### src/rtl/line_sensor_min_max_normalizer_unit_assert.svh
// ----------------------------------------------------------------------------
// line sensor normaliser assertion macros
// shared concurrent assertion forms, clocked on i_clk, off during reset
// ----------------------------------------------------------------------------
`ifndef LINE_SENSOR_MIN_MAX_NORMALIZER_UNIT_ASSERT_SVH
`define LINE_SENSOR_MIN_MAX_NORMALIZER_UNIT_ASSERT_SVH

// consequent must hold in the same cycle as the antecedent
`define LSMN_ASSERT_IMP(label, ante, cons) \
    label: assert property (@(posedge i_clk) disable iff (!i_rst_n) (ante) |-> (cons)) \
        else $error("assertion failed");

// consequent must hold in the cycle after the antecedent
`define LSMN_ASSERT_NXT(label, ante, cons) \
    label: assert property (@(posedge i_clk) disable iff (!i_rst_n) (ante) |=> (cons)) \
        else $error("assertion failed");

`endif

### src/rtl/lsmn_pkg.sv
// ----------------------------------------------------------------------------
// lsmn_pkg
// shared types and constants of the line sensor min/max normaliser
// ----------------------------------------------------------------------------
`default_nettype none

package lsmn_pkg;

    // default geometry
    localparam int CHANNELS_DEF    = 5;
    localparam int SAMPLE_BITS_DEF = 12;

    // fixed field widths
    localparam int TURN_BITS  = 10;
    localparam int LEVEL_BITS = 16;

    // percent scale and the bits it adds to a product
    localparam int PERCENT      = 100;
    localparam int PERCENT_BITS = 7;

    // warm-up register reset
    localparam logic [TURN_BITS-1:0] WARMUP_RESET = 10'd20;

    // frame kinds carried on tuser
    localparam logic OP_CALIBRATE = 1'b0;
    localparam logic OP_READ      = 1'b1;

    // saturation limits
    localparam logic [31:0]           SAT_POS_LIMIT = 32'd32767;
    localparam logic [31:0]           SAT_NEG_LIMIT = 32'd32768;
    localparam logic [LEVEL_BITS-1:0] LEVEL_POS_MAX = 16'h7FFF;
    localparam logic [LEVEL_BITS-1:0] LEVEL_NEG_MIN = 16'h8000;
    localparam logic [LEVEL_BITS-1:0] LEVEL_ZERO    = 16'h0000;

    // sequencer states
    typedef enum logic [2:0] {
        ST_IDLE,
        ST_CAL,
        ST_PREP,
        ST_DIV,
        ST_OUT
    } t_state;

    // divider status towards the sequencer
    typedef struct packed {
        logic busy;
        logic done;
    } t_div_status;

endpackage

`default_nettype wire

### src/rtl/line_sensor_min_max_normalizer_unit.sv
// ----------------------------------------------------------------------------
// line_sensor_min_max_normalizer_unit
// A frame of CHANNELS reflectance samples enters on the slave stream. A
// calibrate frame (tuser 0) whose turn index is above the warm-up register
// widens each channel's running minimum and maximum, one channel per cycle,
// and gives no output word; frames at or below the warm-up count are dropped
// in the accept cycle. A read frame (tuser 1) gives one output word holding
// (sample - min) * 100 / (max - min) per channel, truncated toward zero and
// saturated to 16 bits signed; a channel whose max is not above its min
// gives 0 and sets the fault flag on tuser. All divisions go through one
// shared restoring divider giving one quotient bit per cycle; an empty-span
// channel skips the divider. The input is not ready while a frame is in
// work; a finished word waits in the output register while the next frame
// is taken. The warm-up register may be written at any time the block is
// idle; it is always ready.
// ----------------------------------------------------------------------------
`default_nettype none

`include "line_sensor_min_max_normalizer_unit_assert.svh"

module line_sensor_min_max_normalizer_unit #(
    parameter  int CHANNELS    = lsmn_pkg::CHANNELS_DEF,
    parameter  int SAMPLE_BITS = lsmn_pkg::SAMPLE_BITS_DEF,
    localparam int IN_DATA_W   = ((lsmn_pkg::TURN_BITS + CHANNELS * SAMPLE_BITS + 7) / 8) * 8,
    localparam int OUT_DATA_W  = CHANNELS * lsmn_pkg::LEVEL_BITS
) (
    input  wire logic                           i_clk,
    input  wire logic                           i_rst_n,
    // warm-up register write
    input  wire logic                           i_cfg_valid,
    output logic                                o_cfg_ready,
    input  wire logic [lsmn_pkg::TURN_BITS-1:0] i_cfg_data,
    // frame in
    input  wire logic                           s_axis_tvalid,
    output logic                                s_axis_tready,
    // turn_index, sample_left_outer, sample_left, sample_center,
    // sample_right, sample_right_outer, zero pad
    input  wire logic [IN_DATA_W-1:0]           s_axis_tdata,
    // operation
    input  wire logic [0:0]                     s_axis_tuser,
    // levels out
    output logic                                m_axis_tvalid,
    input  wire logic                           m_axis_tready,
    // level_left_outer, level_left, level_center, level_right,
    // level_right_outer
    output logic [OUT_DATA_W-1:0]               m_axis_tdata,
    // span_fault
    output logic [0:0]                          m_axis_tuser
);
    import lsmn_pkg::*;

    localparam int NUM_W = SAMPLE_BITS + PERCENT_BITS;
    localparam int CH_W  = (CHANNELS > 1) ? $clog2(CHANNELS) : 1;
    localparam logic [CH_W-1:0] LAST_CH = CH_W'(CHANNELS - 1);

    t_state                r_state;
    t_state                n_state;
    logic [CH_W-1:0]       r_chan;
    logic [CH_W-1:0]       n_chan;
    logic [TURN_BITS-1:0]  r_warmup;
    logic [SAMPLE_BITS-1:0] r_samples [CHANNELS];
    logic [SAMPLE_BITS-1:0] r_min     [CHANNELS];
    logic [SAMPLE_BITS-1:0] r_max     [CHANNELS];
    logic [LEVEL_BITS-1:0] r_level   [CHANNELS];
    logic                  r_fault;
    logic                  r_neg;
    logic                  r_out_valid;
    logic [OUT_DATA_W-1:0] r_out_data;
    logic                  r_out_fault;

    logic                   in_accept;
    logic                   in_op;
    logic [TURN_BITS-1:0]   in_turn;
    logic                   out_load;
    logic [SAMPLE_BITS-1:0] cur_sample;
    logic [SAMPLE_BITS-1:0] cur_min;
    logic [SAMPLE_BITS-1:0] cur_max;
    logic                   span_empty;
    logic [SAMPLE_BITS:0]   diff;
    logic                   diff_neg;
    logic [SAMPLE_BITS:0]   diff_abs;
    logic [NUM_W-1:0]       div_dividend;
    logic [SAMPLE_BITS-1:0] div_divisor;
    logic                   div_start;
    logic [NUM_W-1:0]       div_quo;
    t_div_status            div_stat;
    logic [31:0]            quo_ext;
    logic [LEVEL_BITS-1:0]  sat_level;

    // handshake and field decode
    assign o_cfg_ready   = 1'b1;
    assign s_axis_tready = (r_state == ST_IDLE);
    assign in_accept     = s_axis_tvalid && s_axis_tready;
    assign in_op         = s_axis_tuser[0];
    assign in_turn       = s_axis_tdata[TURN_BITS-1:0];
    assign out_load      = (r_state == ST_OUT) && (!r_out_valid || m_axis_tready);

    // channel operands
    always_comb begin
        cur_sample   = r_samples[r_chan];
        cur_min      = r_min[r_chan];
        cur_max      = r_max[r_chan];
        span_empty   = (cur_max <= cur_min);
        diff         = {1'b0, cur_sample} - {1'b0, cur_min};
        diff_neg     = diff[SAMPLE_BITS];
        diff_abs     = diff_neg ? ((SAMPLE_BITS + 1)'(0) - diff) : diff;
        div_dividend = NUM_W'(diff_abs[SAMPLE_BITS-1:0]) * NUM_W'(PERCENT);
        div_divisor  = cur_max - cur_min;
        div_start    = (r_state == ST_PREP) && !span_empty;
    end

    // saturate the quotient magnitude with its sign
    always_comb begin
        quo_ext = 32'(div_quo);
        if (!r_neg) begin
            sat_level = (quo_ext > SAT_POS_LIMIT) ? LEVEL_POS_MAX : quo_ext[LEVEL_BITS-1:0];
        end else begin
            sat_level = (quo_ext > SAT_NEG_LIMIT) ? LEVEL_NEG_MIN
                                                  : LEVEL_BITS'(32'd0 - quo_ext);
        end
    end

    // shared divider
    lsmn_div #(
        .DIVIDEND_W (NUM_W),
        .DIVISOR_W  (SAMPLE_BITS)
    ) u_div (
        .i_clk      (i_clk),
        .i_rst_n    (i_rst_n),
        .i_start    (div_start),
        .i_dividend (div_dividend),
        .i_divisor  (div_divisor),
        .o_quotient (div_quo),
        .o_status   (div_stat)
    );

    // sequencer next state
    always_comb begin
        n_state = r_state;
        n_chan  = r_chan;
        case (r_state)
            ST_IDLE: begin
                n_chan = '0;
                if (in_accept) begin
                    if (in_op == OP_READ) begin
                        n_state = ST_PREP;
                    end else if (in_turn > r_warmup) begin
                        n_state = ST_CAL;
                    end
                end
            end
            ST_CAL: begin
                n_chan = r_chan + CH_W'(1);
                if (r_chan == LAST_CH) begin
                    n_state = ST_IDLE;
                end
            end
            ST_PREP: begin
                if (!span_empty) begin
                    n_state = ST_DIV;
                end else if (r_chan == LAST_CH) begin
                    n_state = ST_OUT;
                end else begin
                    n_chan = r_chan + CH_W'(1);
                end
            end
            ST_DIV: begin
                if (div_stat.done) begin
                    if (r_chan == LAST_CH) begin
                        n_state = ST_OUT;
                    end else begin
                        n_chan  = r_chan + CH_W'(1);
                        n_state = ST_PREP;
                    end
                end
            end
            ST_OUT: begin
                if (out_load) begin
                    n_state = ST_IDLE;
                end
            end
            default: begin
                n_state = ST_IDLE;
            end
        endcase
    end

    // control, calibration span and output valid
    always_ff @(posedge i_clk) begin
        if (!i_rst_n) begin
            r_state     <= ST_IDLE;
            r_chan      <= '0;
            r_warmup    <= WARMUP_RESET;
            r_fault     <= 1'b0;
            r_out_valid <= 1'b0;
            for (int c = 0; c < CHANNELS; c++) begin
                r_min[c] <= '1;
                r_max[c] <= '0;
            end
        end else begin
            r_state <= n_state;
            r_chan  <= n_chan;
            if (i_cfg_valid) begin
                r_warmup <= i_cfg_data;
            end
            if (in_accept) begin
                r_fault <= 1'b0;
            end else if ((r_state == ST_PREP) && span_empty) begin
                r_fault <= 1'b1;
            end
            // widen the span of the current channel
            if (r_state == ST_CAL) begin
                if (cur_sample > cur_max) begin
                    r_max[r_chan] <= cur_sample;
                end
                if (cur_sample < cur_min) begin
                    r_min[r_chan] <= cur_sample;
                end
            end
            if (out_load) begin
                r_out_valid <= 1'b1;
            end else if (m_axis_tready) begin
                r_out_valid <= 1'b0;
            end
        end
    end

    // word capture, per-channel levels and output word
    always_ff @(posedge i_clk) begin
        if (in_accept) begin
            for (int c = 0; c < CHANNELS; c++) begin
                r_samples[c] <= s_axis_tdata[TURN_BITS + c * SAMPLE_BITS +: SAMPLE_BITS];
            end
        end
        if (r_state == ST_PREP) begin
            r_neg <= diff_neg;
            if (span_empty) begin
                r_level[r_chan] <= LEVEL_ZERO;
            end
        end
        if ((r_state == ST_DIV) && div_stat.done) begin
            r_level[r_chan] <= sat_level;
        end
        if (out_load) begin
            for (int c = 0; c < CHANNELS; c++) begin
                r_out_data[c * LEVEL_BITS +: LEVEL_BITS] <= r_level[c];
            end
            r_out_fault <= r_fault;
        end
    end

    assign m_axis_tvalid   = r_out_valid;
    assign m_axis_tdata    = r_out_data;
    assign m_axis_tuser[0] = r_out_fault;

    // checks
    `LSMN_ASSERT_IMP(a_div_done_in_div, div_stat.done, r_state == ST_DIV)
    `LSMN_ASSERT_IMP(a_chan_in_range, r_state != ST_IDLE, r_chan <= LAST_CH)
    `LSMN_ASSERT_IMP(a_out_from_seq, $rose(r_out_valid), $past(r_state) == ST_OUT)
    `LSMN_ASSERT_NXT(a_cal_div_idle, r_state == ST_CAL, !div_stat.busy)

endmodule

`default_nettype wire

### src/rtl/lsmn_div.sv
// ----------------------------------------------------------------------------
// lsmn_div
// restoring unsigned divider, one quotient bit per cycle
// ----------------------------------------------------------------------------
`default_nettype none

`include "line_sensor_min_max_normalizer_unit_assert.svh"

module lsmn_div #(
    parameter int DIVIDEND_W = lsmn_pkg::SAMPLE_BITS_DEF + lsmn_pkg::PERCENT_BITS,
    parameter int DIVISOR_W  = lsmn_pkg::SAMPLE_BITS_DEF
) (
    input  wire logic                  i_clk,
    input  wire logic                  i_rst_n,
    input  wire logic                  i_start,
    input  wire logic [DIVIDEND_W-1:0] i_dividend,
    input  wire logic [DIVISOR_W-1:0]  i_divisor,
    output logic      [DIVIDEND_W-1:0] o_quotient,
    output lsmn_pkg::t_div_status      o_status
);
    import lsmn_pkg::*;

    localparam int CNT_W = $clog2(DIVIDEND_W + 1);

    logic                  r_busy;
    logic                  r_done;
    logic [CNT_W-1:0]      r_cnt;
    logic [DIVISOR_W-1:0]  r_rem;
    logic [DIVIDEND_W-1:0] r_quo;
    logic [DIVISOR_W-1:0]  r_div;

    logic [DIVISOR_W:0]    rem_sh;
    logic [DIVISOR_W:0]    rem_sub;
    logic                  ge;
    logic [DIVISOR_W-1:0]  n_rem;

    // one trial subtraction per cycle
    always_comb begin
        rem_sh  = {r_rem, r_quo[DIVIDEND_W-1]};
        ge      = (rem_sh >= {1'b0, r_div});
        rem_sub = rem_sh - {1'b0, r_div};
        n_rem   = ge ? rem_sub[DIVISOR_W-1:0] : rem_sh[DIVISOR_W-1:0];
    end

    // control: step counter and done pulse
    always_ff @(posedge i_clk) begin
        if (!i_rst_n) begin
            r_busy <= 1'b0;
            r_done <= 1'b0;
            r_cnt  <= '0;
        end else begin
            r_done <= 1'b0;
            if (i_start) begin
                r_busy <= 1'b1;
                r_cnt  <= CNT_W'(DIVIDEND_W);
            end else if (r_busy) begin
                r_cnt <= r_cnt - CNT_W'(1);
                if (r_cnt == CNT_W'(1)) begin
                    r_busy <= 1'b0;
                    r_done <= 1'b1;
                end
            end
        end
    end

    // datapath: dividend shifts out as quotient shifts in
    always_ff @(posedge i_clk) begin
        if (i_start) begin
            r_rem <= '0;
            r_quo <= i_dividend;
            r_div <= i_divisor;
        end else if (r_busy) begin
            r_rem <= n_rem;
            r_quo <= {r_quo[DIVIDEND_W-2:0], ge};
        end
    end

    assign o_quotient    = r_quo;
    assign o_status.busy = r_busy;
    assign o_status.done = r_done;

    // checks
    `LSMN_ASSERT_IMP(a_no_start_when_busy, i_start, !r_busy)
    `LSMN_ASSERT_IMP(a_done_after_busy, r_done, $past(r_busy) && !r_busy)
    `LSMN_ASSERT_NXT(a_busy_after_start, i_start, r_busy)

endmodule

`default_nettype wire
### config.mk
export PLATFORM = sky130hd
export DESIGN_NAME = line_sensor_min_max_normalizer_unit
export DESIGN_NICKNAME = d
export VERILOG_FILES = /design/src/rtl/lsmn_pkg.sv /design/src/rtl/line_sensor_min_max_normalizer_unit.sv /design/src/rtl/lsmn_div.sv
export VERILOG_INCLUDE_DIRS = /design/src /design/src/rtl
export SDC_FILE = /design/constraint.sdc
export NUM_CORES = 1
export LEC_CHECK = 0
export BUFFER_PORTS_ARGS = -buffer_cell sky130_fd_sc_hd__buf_2
export CAP_MARGIN = 40
export CORE_ASPECT_RATIO = 1.2
export CORE_UTILIZATION = 30
export CTS_BUF_LIST = sky130_fd_sc_hd__clkbuf_8
export CTS_CLUSTER_DIAMETER = 60
export DETAILED_ROUTE_END_ITERATION = 7
export PLACE_DENSITY_LB_ADDON = 0.25
export RECOVER_POWER = 50
export SETUP_SLACK_MARGIN = 0.2
export SLEW_MARGIN = 20
export SYNTH_ARGS = -nofsm -noshare
export SYNTH_HDL_FRONTEND = slang
export SYNTH_SLANG_ARGS = --single-unit
### constraint.sdc
create_clock -name i_clk -period 6.9 [get_ports i_clk]
set_clock_uncertainty 0.05 [all_clocks]
set_input_delay 0.345 -clock i_clk [delete_from_list [all_inputs] [get_ports i_clk]]
set_output_delay 0.345 -clock i_clk [all_outputs]
set_load 0.005 [all_outputs]
## After elaboration in Yosys (flattened, before gate mapping)

Memories as Yosys holds them, arrays and structs flattened. A register that Yosys moved wholly into a read port is not among the register bits.
Index checks and enable logic that the tools add are counted.

- Memory bits (writable): 260
- Memories kept: 4
- Register bits: 70
- Output and inout bits: 84
- Input port bits: 88

Memory list:

| name | depth | bits a word | rd ports | clocked after Yosys merged registers in | write ports | line | text |
|---|---|---|---|---|---|---|---|
| r_level | 5 | 16 | 5 | 5 | 1 | line_sensor_min_max_normalizer_unit.sv:64 | `logic [LEVEL_BITS-1:0] r_level [CHANNELS];` |
| r_max | 5 | 12 | 1 | 1 | 5 | line_sensor_min_max_normalizer_unit.sv:63 | `logic [SAMPLE_BITS-1:0] r_max [CHANNELS];` |
| r_min | 5 | 12 | 1 | 1 | 5 | line_sensor_min_max_normalizer_unit.sv:62 | `logic [SAMPLE_BITS-1:0] r_min [CHANNELS];` |
| r_samples | 5 | 12 | 1 | 1 | 5 | line_sensor_min_max_normalizer_unit.sv:61 | `logic [SAMPLE_BITS-1:0] r_samples [CHANNELS];` |

- $mul: 1
- $lt $le $gt $ge: 7
- Add/subtract/negate cells: 7
- Bitwise logic cells: 3
- Eq/ne operators: 13
- Reductions and logical operators: 19
- Multiplexer cells: 58

Operators with widths:

| operator | count |
|---|---|
| $mux W16 | 4 |
| $mux W3 | 20 |
| $mux W12 | 4 |
| $mux W19 | 2 |
| $mux W1 | 24 |
| $reduce_or A12 Y1 | 2 |
| $sub A12 B12 Y12 | 2 |
| $gt A19 B15 Y1 const B | 1 |
| $gt A19 B16 Y1 const B | 1 |
| $mul A12 B5 Y17 const B | 1 |
| $sub A1 B16 Y16 const A | 1 |
| $pmux W3 S5 | 1 |
| $ge A13 B12 Y1 | 1 |
| $sub A12 B12 Y13 | 1 |
| $gt A12 B12 Y1 | 1 |
| $le A12 B12 Y1 | 1 |
| $lt A12 B12 Y1 | 1 |
| $pmux W3 S4 | 1 |
| $sub A1 B12 Y12 const A | 1 |
| $gt A10 B10 Y1 | 1 |
| $mux W5 | 2 |
| $eq A3 B2 Y1 const B | 2 |
| $eq A3 B3 Y1 const B | 2 |
| $ne A2 B2 Y1 const B | 3 |
| 19 further kinds | 28 |

## Logic depth before layout (Yosys ltp)

Gate-level depths: netlist (run 1).

- Depth after elaboration: 7
- Mapped depth: 30
- Gate-level depth less buffers: 27

## Modules after synthesis

Synthesis (run 1) repeated with hierarchy kept, for this count alone.

- Cells, all modules: 1612
- Area total of the unflattened synthesis: 22520.3 µm²

Modules (own cells, without submodules):

| module | cells an instance | area an instance (µm²) | instances |
|---|---|---|---|
| line_sensor_min_max_normalizer_unit | 1361 | 19826.5 | 1 |
| lsmn_div | 251 | 2693.8 | 1 |

## Worst setup path before layout (run 1)

Ideal clock, no wire load.

- Path type: flip-flop to flip-flop
- Start point: reg with a tool-made name
- End point: reg u_div.r_quo[17], in the netlist u_div.o_quotient[17] (data pin)
- Cell stages (with the launch flop): 28
- Setup time: 0.267 ns
- Path slack: -0.407 ns
- Buffers on the path: 4
- Required time: 6.583 ns
- Arrival time: 6.990 ns
- Path through: dfxtp_1 clkbuf_1 clkbuf_1 buf_1 mux4_2 mux2_2 ha_1 inv_1 fa_1 a211o_1 a21oi_1 o311ai_0 o41a_1 clkbuf_1 mux2_2 ha_1 ha_1 ha_1 ha_1 a21o_1 a21o_1 a21oi_1 o21ai_0 a211oi_1 nor2_1 o41ai_1 xor2_1 o21ai_0

RTL lines:

| what | line | text |
|---|---|---|
| end signal, assigned | lsmn_div.sv:70 | `r_quo <= i_dividend;` |
| end signal, assigned | lsmn_div.sv:74 | `r_quo <= {r_quo[DIVIDEND_W-2:0], ge};` |
| end, declared | lsmn_div.sv:29 | `logic [DIVIDEND_W-1:0] r_quo;` |

==> results of run 1 <==
==> layout make-up <==
class / instances / area [µm²] / share of cell area (%)
diodes: 2 / 5.005 / 0.01840
clock buffers: 83 / 1142 / 4.199
clock inverters: 60 / 375.4 / 1.380
inverters: 104 / 391.6 / 1.440
multi-input cells: 912 / 7420 / 27.28
flip-flops and latches: 485 / 14150 / 52.02
well taps: 935 / 1170 / 4.301
repair buffers: 368 / 2549 / 9.369
==> timing repair <==
item,CTS,global route
cloned,0,1
pin swaps,0,20
hold buffers,70,0
resized for setup,12,54
hold endpoints to repair,70,0
setup buffers,1,14
endpoints found under the setup margin,5,7
==> cell usage after synthesis (24+ instances only) <==
master	count
sky130_fd_sc_hd__dfxtp_1	42
sky130_fd_sc_hd__clkbuf_1	60
sky130_fd_sc_hd__mux2i_1	53
sky130_fd_sc_hd__ha_1	105
sky130_fd_sc_hd__xnor2_1	36
sky130_fd_sc_hd__nand3_1	28
sky130_fd_sc_hd__a21oi_1	56
sky130_fd_sc_hd__edfxtp_1	443
sky130_fd_sc_hd__nor2b_1	24
sky130_fd_sc_hd__nand2_1	121
sky130_fd_sc_hd__nor2_1	153
sky130_fd_sc_hd__o21ai_0	49
sky130_fd_sc_hd__inv_1	104
sky130_fd_sc_hd__mux4_2	60
==> per-stage QoR <==
| stage | util [%] | setup slack, ns | TNS, ns | area (µm²) |
|---|---|---|---|---|
| after floorplan | - | 0.2139 | 0 | 22020 |
| after global placement | 33.94 | -0.1120 | -0.1206 | 24580 |
| after detailed placement | 34.11 | -0.07553 | -0.07553 | 24700 |
| after global routing | 37.56 | 0.05900 | 0 | 27200 |
| final | 37.56 | 0.3866 | 0 | 27200 |
| after CTS | 37.25 | 0.1938 | 0 | 26980 |
==> worst max path at each step <==
stage / start / end / slack [ns] / cells after the start
finish: register / u_div.o_quotient[17] / 0.39 / 26
global route: register / u_div.o_quotient[17] / 0.06 / 26
CTS: register / u_div.o_quotient[17] / 0.19 / 25
detailed placement: register / u_div.o_quotient[17] / -0.08 / 25
global placement: register / u_div.o_quotient[17] / -0.11 / 25
floorplan: register / u_div.o_quotient[17] / 0.21 / 27
==> state kept, by name, summed over array words and instances (netlist names), named ones only <==
register,count
r_max,96
u_div.r_rem,12
r_fault,1
m_axis_tvalid,1
r_min,96
u_div.r_cnt,5
u_div.r_div,12
u_div.r_busy,1
u_div.r_done,1
r_level,80
r_state,3
r_samples,60
r_neg,1
r_chan,3
m_axis_tuser,1
r_warmup,10
m_axis_tdata,80
u_div.o_quotient,19
==> report_power, final <==
part	internal (mW)	switching (mW)	leakage, nW
clock network	1.27	1.15	0.850
registers	3.51	0.0985	4.13
logic	4.04	4.12	4.74
total	8.83	5.37	9.71
==> cell families (layout without fill, tap and decap cells) <==
| logic type | count (synthesis) | after routing | share of synthesized area, % |
|---|---|---|---|
| XOR/XNOR | 54 | 54 | 2.149 |
| AND/OR/NAND/NOR | 426 | 426 | 9.081 |
| other | 1 | 3 | 0.01704 |
| flip-flops | 485 | 485 | 64.27 |
| adder cells (fa/ha/maj) | 114 | 114 | 6.789 |
| multiplexers | 115 | 115 | 8.654 |
| AO/OA/AOI/OAI | 202 | 202 | 5.897 |
| buffers and inverters | 178 | 615 | 3.139 |
==> per-layer routing <==
metal | up-vias | track usage [%] | part of all wire, %
li1 | 6614 | - | -
met1 | 6843 | 17.61 | 42
met2 | 301 | 26.16 | 50
met3 | 94 | 2.857 | 4.1
met4 | 0 | 5.864 | 3.5
met5 | - | 0 | 0
==> worst max-delay path, cell delays in order, from the launching register on <==
cell and delay, ns:
sky130_fd_sc_hd__dfxtp_4 0.42, sky130_fd_sc_hd__buf_12 0.13, sky130_fd_sc_hd__mux4_2 0.49, sky130_fd_sc_hd__mux2i_1 0.21, sky130_fd_sc_hd__clkinv_1 0.19, sky130_fd_sc_hd__fa_2 0.45, sky130_fd_sc_hd__a211o_1 0.32, sky130_fd_sc_hd__a21oi_4 0.15
sky130_fd_sc_hd__o311ai_2 0.11, sky130_fd_sc_hd__buf_4 0.15, sky130_fd_sc_hd__o41a_1 0.52, sky130_fd_sc_hd__buf_6 0.19, sky130_fd_sc_hd__nor2_4 0.12, sky130_fd_sc_hd__xnor2_1 0.13, sky130_fd_sc_hd__ha_1 0.25, sky130_fd_sc_hd__ha_1 0.28
sky130_fd_sc_hd__inv_1 0.05, sky130_fd_sc_hd__fa_1 0.52, sky130_fd_sc_hd__inv_1 0.04, sky130_fd_sc_hd__ha_1 0.33, sky130_fd_sc_hd__a21oi_2 0.18, sky130_fd_sc_hd__o21ai_2 0.09, sky130_fd_sc_hd__a211oi_2 0.23, sky130_fd_sc_hd__nor2_2 0.07
sky130_fd_sc_hd__o41ai_2 0.30, sky130_fd_sc_hd__xor2_1 0.17, sky130_fd_sc_hd__o21ai_1 0.07
==> results by group, run 1 <==
Logic synthesis
  – Synthesized Nets: 1777
  – Number of instances in the synthesized netlist: approximately 1.6k
  – Distinct cell type count after synthesis: 67
  – Top cells by area in the synthesized netlist: sky130_fd_sc_hd__edfxtp_1 (60%), sky130_fd_sc_hd__mux4_2 (6.1%), sky130_fd_sc_hd__ha_1 (6.0%)
  – Area of the mapped netlist: 0.02200 mm²
  – Sequential element share of the synthesized area: between 60 and 70%
  – Synth async-reset ratio: 0%
  – Portion of synthesized cell area occupied by the leading cell type: between 60% and 70%
  – Top_reg_cell synth: sky130_fd_sc_hd__edfxtp_1
  – Mean instance size in the synthesized netlist: 13.97 µm²
  – Largest area contributor in the netlist: sky130_fd_sc_hd__edfxtp_1
  – Post-synthesis register bit count: 485
  – Number of enable-type register cells in the synthesized netlist: 443
  – Synth warn: 0

Clocking
  – CTS tree: done
  – TritonCTS Buffers: 82
  – TritonCTS sink count: 485
  – CTS HTree Levels: 3
  – Source-to-sink clock delay at the later pin of the worst-skew pair: 0.67 ns
  – Root Buffer: sky130_fd_sc_hd__clkbuf_8
  – Clock input transition at the sequential cells of the worst setup and hold paths: 0.06 ns
  – Maximum root-to-sink buffer count: 3

Min path
  – Worst hold path class: primary input to register
  – Worst hold path cell count: 3
  – Hold endpoint: r_warmup[4]
  – Origin of the worst min-delay path: i_cfg_valid

GRT
  – Wire length of the first global-routing pass: between 80000 and 90000 µm
  – Vias in the first global route: 14.50k
  – Total global routing track utilization: about 15%
  – Leftover overflow at the end of global routing: 0
  – Number of antenna violations at the first check in global routing: 2
  – Maximum number of pins on one net before global-route repair: 62

Placement
  – Count of input and output buffers: approximately 170
  – Last weighted congestion value of the routability-driven placer: 0.8518
  – Half-perimeter wire length after detailed placement: 38180 µm
  – DP Cell Count: between 2k and 3k

Detailed routing
  – Average vias per placed instance: 4.697
  – Routed length per instance: roughly 19 µm
  – Post-route ant nets: 0
  – Total Wirelength: 54780 µm
  – Number of DRC markers after the initial detailed-route iteration: 720
  – Vias: 13.85k
  – Post-route DRC: 0
  – Drt first pass iters: 5

Worst setup path
  – Critical-path maximum fanout: 6
  – Worst setup EP type: register
  – Data arrival time of the critical path: 6.86 ns
  – CP Data Required Time: 7.24 ns
  – Internal reg-to-reg setup slack: 0.39 ns
  – Reg2Reg Depth: 26
  – Launching element type of the critical path: register
  – Setup CP Type: register to register
  – Worst r2r dst: u_div.o_quotient[17]

Layout
  – Layout cell share with drive strength beyond 1: 22.51%
  – Layout fillers: approximately 7k
  – Most used cells in the layout excluding fill and tap cells: sky130_fd_sc_hd__edfxtp_1 (443), sky130_fd_sc_hd__nor2_1 (142), sky130_fd_sc_hd__inv_1 (124)
  – Post-route non-filler standard cell count: 2949
  – Area Growth Syn to Fin: 23.62%
  – Fin nets: 2155
  – Most common cell after layout, fill and taps aside: sky130_fd_sc_hd__edfxtp_1

STA
  – Count of final hold-check violations: 0
  – Slew Viols, Final: 183
  – Minimum period implied by the final worst setup slack: approximately 6.5 ns
  – RSZ-0062 raised after global routing: yes
  – Setup-violating endpoint count in the final report: 0
  – Final worst-path cycle share: 94.40%
  – Final hold slack: about 0.069 ns
  – Worst-margin pin slew: ~3.3 ns
  – Highest Clock Rate: 0.1535 GHz
  – Max-slew headroom at the worst pin: -120.9%

Floorplanning
  – Area of the core: 0.07243 mm²
  – Starting density of the core: 30.38%
  – Die width: 249.2 µm
  – Y dimension of the die: roughly 300 µm
  – Total die area: 0.07444 mm²
  – Ports: 172
  – Count of standard-cell rows: 108

Power and ir drop
  – Total power: 14.19 mW
  – Total power divided by cell area: 521.7 mW/mm²
  – Pleak: 9.715 nW
  – VDD IR-drop max: between 0.0007 and 0.0008 V

Run status
  – Outcome: complete, but fails checks
  – Failing checks: max-capacitance violations, max-slew violations

Flow run
  – Number of violations of the max-capacitance limit: 4
No activity file was read; power rests on OpenSTA's default activity.
==> inputs of run 2 (changes only) <==
CTS_BUF_LIST = sky130_fd_sc_hd__clkbuf_16   (was sky130_fd_sc_hd__clkbuf_8)
PLACE_DENSITY = 0.56   (was not set)
PLACE_DENSITY_LB_ADDON = not set   (was 0.25)
==> run 2 against run 1 <==
The run now ends clean. Flip-flop and latch count unchanged. Combinational power down 4.4%. Design area up 0.49%. Clock power up 8%. Critical path depth up 1. Critical endpoint is now u_div.o_quotient[18].
==> results by group, run 2 (synthesized netlist as in run 1, its figures left out) <==
Worst setup path
  – Data arrival time of the critical path: 6.81 ns
  – Critical-path maximum fanout: 8
  – Cell with the biggest individual delay on the critical path: sky130_fd_sc_hd__mux4_2
  – CP Data Required Time: 7.26 ns
  – Slowest stage delay, CP: 0.49 ns
  – Setup CP Type: register to register
  – Launching element type of the critical path: register
  – Worst setup EP type: register

STA
  – Highest Clock Rate: between 0.15 and 0.2 GHz
  – Setup TNS Final: 0 ns
  – Final worst-path cycle share: 93.45%
  – Max-slew headroom at the worst pin: 47.76%
  – Slew Viols, Final: 0
  – Worst-margin pin slew: about 0.78 ns
  – RSZ-0062 raised after global routing: no
  – Setup-violating endpoint count in the final report: 0
  – Minimum period implied by the final worst setup slack: 6.448 ns
  – Count of final hold-check violations: 0

Detailed routing
  – Post-route DRC: 0
  – Vias: 13.72k
  – Average vias per placed instance: 4.730
  – Total Wirelength: 51310 µm
  – Drt first pass iters: 5
  – Post-route ant nets: 0
  – Routed length per instance: 17.69 µm
  – Number of DRC markers after the initial detailed-route iteration: 782

Run status
  – Outcome: finished, final reports clean

Layout
  – Registers with the highest flip-flop counts: r_max x96, r_min x96
  – Area Growth Syn to Fin: 24.22%
  – Most common cell after layout, fill and taps aside: sky130_fd_sc_hd__edfxtp_1
  – Layout cell share with drive strength beyond 1: 22.89%
  – Post-route non-filler standard cell count: 2901
  – Post-route standard cell area excluding fillers: about 0.027 mm²
  – Most used cells in the layout excluding fill and tap cells: sky130_fd_sc_hd__edfxtp_1 (443), sky130_fd_sc_hd__nor2_1 (147), sky130_fd_sc_hd__buf_2 (133)
  – Fin nets: 2128
  – Count of antenna diodes in the layout: 0
  – Core utilization of the finished layout: a little under two fifths

Power and ir drop
  – VDD IR-drop max: roughly 0.00074 V
  – Total power divided by cell area: 512.7 mW/mm²
  – Pleak: 9.825 nW

Flow run
  – Number of violations of the max-capacitance limit: 0

GRT
  – Number of antenna violations at the first check in global routing: 0
  – Total global routing track utilization: a little over an eighth
  – Leftover overflow at the end of global routing: 0
  – Vias in the first global route: 14.21k
  – Wire length of the first global-routing pass: 79740 µm
  – Maximum number of pins on one net before global-route repair: 62

Clocking
  – Clock input transition at the sequential cells of the worst setup and hold paths: approximately 0.06 ns
  – CTS tree: done
  – Maximum root-to-sink buffer count: 3
  – CTS HTree Levels: 2
  – Root Buffer: sky130_fd_sc_hd__clkbuf_16
  – TritonCTS sink count: 485
  – TritonCTS Buffers: 51
  – Source-to-sink clock delay at the later pin of the worst-skew pair: 0.59 ns

Placement
  – Last weighted congestion value of the routability-driven placer: 0.8338
  – Half-perimeter wire length after detailed placement: between 30000 and 40000 µm
  – Post-placement cell area: 0.02458 mm²
  – DP Cell Count: 2709
  – Count of input and output buffers: 168

Floorplanning
  – Ports: around 170
  – Starting density of the core: 30.38%
  – Die width: 249.2 µm
  – Count of standard-cell rows: approximately 110
  – Area of the core: 0.07243 mm²
  – Total die area: 0.07444 mm²
  – Y dimension of the die: 298.7 µm

Min path
  – Worst hold path class: primary input to register
run 2: cell count changes in the layout (fill, tap and decap cells not counted), moves of 5 or more:
cell,delta
sky130_fd_sc_hd__clkinv_1,-9
sky130_fd_sc_hd__buf_4,+15
sky130_fd_sc_hd__clkbuf_16,+52
sky130_fd_sc_hd__mux2i_1,-8
sky130_fd_sc_hd__clkbuf_8,-82
sky130_fd_sc_hd__buf_2,+22
sky130_fd_sc_hd__inv_1,-11
sky130_fd_sc_hd__mux2i_2,+6
sky130_fd_sc_hd__nor2_1,+5
sky130_fd_sc_hd__clkbuf_1,-32
run 2: what timing repair did:
| item | 4_1_cts | 5_1_grt |
|---|---|---|
| buffers inserted | 5 | 19 |
| hold buffers | 70 | 0 |
| cloned | 0 | 1 |
| pin swaps | 1 | 17 |
| endpoints found under the setup margin | 5 | 6 |
| endpoints found under the hold margin | 70 | 0 |
| gates resized for setup | 11 | 49 |
run 2: metrics by stage:
step / power, mW / hold WS (ns) / setup WS, ns
2_1_floorplan: 8.302 / 0.3503 / 0.2139
3_3_place_gp: 10.61 / 0.3527 / -0.06105
3_5_place_dp: 10.61 / 0.3545 / -0.04566
4_1_cts: 13.44 / 0.07900 / 0.1825
5_1_grt: 15.26 / 0.1491 / 0.04567
6_report: 14.01 / 0.1174 / 0.4518
run 2: metal layers:
metal	part of all wire (%)	up-vias	track usage [%]	routed length [µm]
met5	0	-	0	0
met4	2.5	0	4.541	1306
met3	4.7	79	2.151	2419
met2	52	339	24.75	26520
met1	41	6748	16.59	21070
li1	-	6555	-	-
run 2: final timing paths:
path | from | end | slack (ns) | cells past startpoint
min | m_axis_tready | m_axis_tvalid | 0.12 | 4
max reg2reg | register | u_div.o_quotient[18] | 0.45 | 27
max | register | u_div.o_quotient[18] | 0.45 | 27
min reg2reg | r_level[2][6] | m_axis_tdata[38] | 0.36 | 0
run 2: report_power, final:
group	switching [mW]	total (mW)	internal (mW)	leakage, nW
clock	1.10	2.61	1.51	0.839
combinational	3.85	7.80	3.95	4.86
sequential	0.102	3.60	3.50	4.13
run 2: final cells by class:
class                   count  area [µm²]
fillers                  6908       45090
flip-flops and latches    485       14150
multi-input cells         912        7386
repair buffers            372        2630
clock buffers              52        1301
well taps                 935        1170
inverters                 104       397.9
clock inverters            41       300.3
run 2: worst max-delay path: cells and delay by family (launching register included):
kind                     cells  cell delay (ns)
AO/OA/AOI/OAI                7             1.50
XOR/XNOR                     1             0.14
adder cells (fa/ha/maj)      5             1.77
buffers and inverters        7             0.93
flip-flops                   1             0.43
multiplexers                 2             0.75
AND/OR/NAND/NOR              5             0.70
==> inputs of run 3 (changes only) <==
PLACE_DENSITY = 0.55   (was 0.56)
clock period = 6.3 ns   (was 6.9 ns; I/O delays follow)
==> run 3 against run 2 <==
Critical path depth fell by 4. Sequential power rose by 9.4%. Wire length rose by 2.1%. Register-to-register slack got worse by 0.24 ns. Sequential share of layout area fell by 1.2 points. Combinational power rose by 41%. Non-clock buffer count rose by 50. First-iteration DRC count rose by 1.4%. Critical path type unchanged. Largest cell class unchanged. Highest routed layer unchanged.
==> results by group, run 3 (synthesized netlist as in run 1, its figures left out) <==
Worst setup path
  – CP Data Required Time: 6.56 ns
  – Worst Path Buf+Inv: 3
  – Crit path capture: u_div.o_quotient[16]
  – Worst setup EP type: register
  – Critical-path maximum fanout: 8
  – Data arrival time of the critical path: 6.35 ns
  – Kind of cell adding the most delay to the critical path: compound AO/OA/AOI/OAI gates
  – Internal reg-to-reg setup slack: 0.21 ns
  – Ordered list of cells on the worst path: buf_12 -> mux4_2 -> mux2i_1 -> ha_1 -> a211o_1 -> a21oi_2 -> o311ai_2 -> o41a_1 -> buf_4 -> mux2_4 -> ha_2 -> ha_1 -> ha_1 -> fa_2 -> a211oi_2 -> nor2_1 -> o21a_1 -> o21ai_2 -> a21oi_2 -> buf_4 -> a21oi_2 -> xor2_1 -> o21ai_0
  – Launching element type of the critical path: register
  – Instance count on the critical path: 23
  – Reg2Reg Depth: 23
  – Setup CP Type: register to register
  – Slowest stage delay, CP: 0.51 ns
  – Cell with the biggest individual delay on the critical path: sky130_fd_sc_hd__mux4_2
  – Worst r2r dst: u_div.o_quotient[16]

Placement
  – Count of input and output buffers: around 170
  – Worst slack after detailed placement: -0.03533 ns
  – DP Cell Count: 2766
  – Half-perimeter wire length after detailed placement: ~37000 µm
  – Last weighted congestion value of the routability-driven placer: ~0.83
  – Post-placement cell area: 0.02511 mm²

Min path
  – Worst hold path class: primary input to register

Floorplanning
  – Die width: approximately 250 µm
  – Count of standard-cell rows: about 110
  – Starting density of the core: around 30%
  – Total die area: 0.07444 mm²
  – Area of the core: 0.07243 mm²
  – Y dimension of the die: 298.7 µm
  – Ports: 172

Clocking
  – Clock input transition at the sequential cells of the worst setup and hold paths: 0.06 ns
  – Maximum root-to-sink buffer count: 3
  – TritonCTS sink count: 485
  – Root Buffer: sky130_fd_sc_hd__clkbuf_16
  – CTS HTree Levels: 2
  – CTS tree: done
  – Source-to-sink clock delay at the later pin of the worst-skew pair: 0.59 ns
  – TritonCTS Buffers: 50

STA
  – Post-route worst setup slack: 0.2143 ns
  – Setup TNS Final: 0 ns
  – Max-slew headroom at the worst pin: 41.93%
  – Count of final hold-check violations: 0
  – Final worst-path cycle share: a little over nine tenths
  – Setup-violating endpoint count in the final report: 0
  – RSZ-0062 raised after global routing: yes
  – Worst-margin pin slew: 0.8710 ns
  – Slew Viols, Final: 0
  – Final hold slack: 0.04533 ns
  – Minimum period implied by the final worst setup slack: 6.086 ns
  – Highest Clock Rate: 0.1643 GHz

Power and ir drop
  – VDD IR-drop max: a little under 0.001 V
  – Total power divided by cell area: ~640 mW/mm²
  – Total power: 17.90 mW
  – Pleak: 10.09 nW

Layout
  – Most used cells in the layout excluding fill and tap cells: sky130_fd_sc_hd__edfxtp_1 (443), sky130_fd_sc_hd__buf_4 (166), sky130_fd_sc_hd__nor2_1 (143)
  – Layout cell share with drive strength beyond 1: 25.91%
  – Most common cell after layout, fill and taps aside: sky130_fd_sc_hd__edfxtp_1
  – Post-route non-filler standard cell count: slightly below 3k
  – Count of antenna diodes in the layout: 0
  – Registers with the highest flip-flop counts: r_max x96, r_min x96
  – Post-route standard cell area excluding fillers: ~0.028 mm²
  – Fin nets: 2177
  – Area Growth Syn to Fin: 27.20%
  – Core utilization of the finished layout: 38.64%

Detailed routing
  – Post-route DRC: 0
  – Routed length per instance: approximately 18 µm
  – Post-route ant nets: 0
  – Number of DRC markers after the initial detailed-route iteration: 793
  – Vias: roughly 14k
  – Average vias per placed instance: 4.697
  – Total Wirelength: 52360 µm
  – Drt first pass iters: 5

GRT
  – Vias in the first global route: 14.43k
  – Wire length of the first global-routing pass: ~81000 µm
  – Number of antenna violations at the first check in global routing: 0
  – Maximum number of pins on one net before global-route repair: 59
  – Total global routing track utilization: 14.04%
  – Leftover overflow at the end of global routing: 0

Flow run
  – Number of violations of the max-capacitance limit: 0

Run status
  – Outcome: finished, final reports clean
-- run 3: cell count changes in the layout (fill, tap and decap cells not counted), moves of 6 or more --
cell / previous run / this run
sky130_fd_sc_hd__buf_2: 133 / 114
sky130_fd_sc_hd__clkbuf_1: 42 / 53
sky130_fd_sc_hd__mux2i_1: 42 / 49
sky130_fd_sc_hd__ha_4: 3 / 15
sky130_fd_sc_hd__buf_4: 107 / 166
sky130_fd_sc_hd__inv_1: 113 / 107
sky130_fd_sc_hd__ha_1: 101 / 88
-- run 3: layout make-up --
type / count / area (µm²)
fillers: 6827 / 44440
flip-flops and latches: 485 / 14150
multi-input cells: 912 / 7645
repair buffers: 422 / 2969
clock buffers: 51 / 1276
well taps: 935 / 1170
inverters: 104 / 392.9
clock inverters: 41 / 386.6
-- run 3: worst reg2reg max path, delay by kind of cell, from the launching register on --
family          cells  cell delay (ns)
simple gates        1             0.09
xor+xnor            1             0.15
fa+ha+maj           5             1.48
flops               1             0.42
mux                 3             1.14
buf+inv             3             0.50
compound gates     10             2.00
-- run 3: where the power goes --
part           total (mW)  internal, mW  switching [mW]  leakage [nW]
clock network        2.98          1.79            1.19         0.853
logic                11.0          5.88            5.10          5.11
registers            3.94          3.83           0.110          4.13
total                17.9          11.5            6.39          10.1
-- run 3: repair_timing --
action | 4_1_cts | 5_1_grt
endpoints found under the hold margin | 70 | 0
pin swaps | 44 | 15
hold buffers | 70 | 0
gates resized for setup | 52 | 26
setup endpoints to repair | 5 | 8
buffers inserted | 15 | 6
-- run 3: layer usage --
layer | share of wire, % | global-route usage (%)
met1 | 42 | 17.57
met2 | 50 | 24.27
met3 | 4.3 | 2.090
met4 | 3.4 | 5.717
met5 | 0 | 0
-- run 3: worst min-delay path by stage --
stage	start	end	slack, ns	cells past startpoint
2_1_floorplan	r_level[0][0]	m_axis_tdata[0]	0.35	0
3_3_place_gp	r_level[3][4]	m_axis_tdata[52]	0.35	0
3_5_place_dp	r_level[0][14]	m_axis_tdata[14]	0.35	0
4_1_cts	m_axis_tready	m_axis_tvalid	0.03	4
5_1_grt	m_axis_tready	m_axis_tvalid	0.06	4
6_report	m_axis_tready	m_axis_tvalid	0.05	4
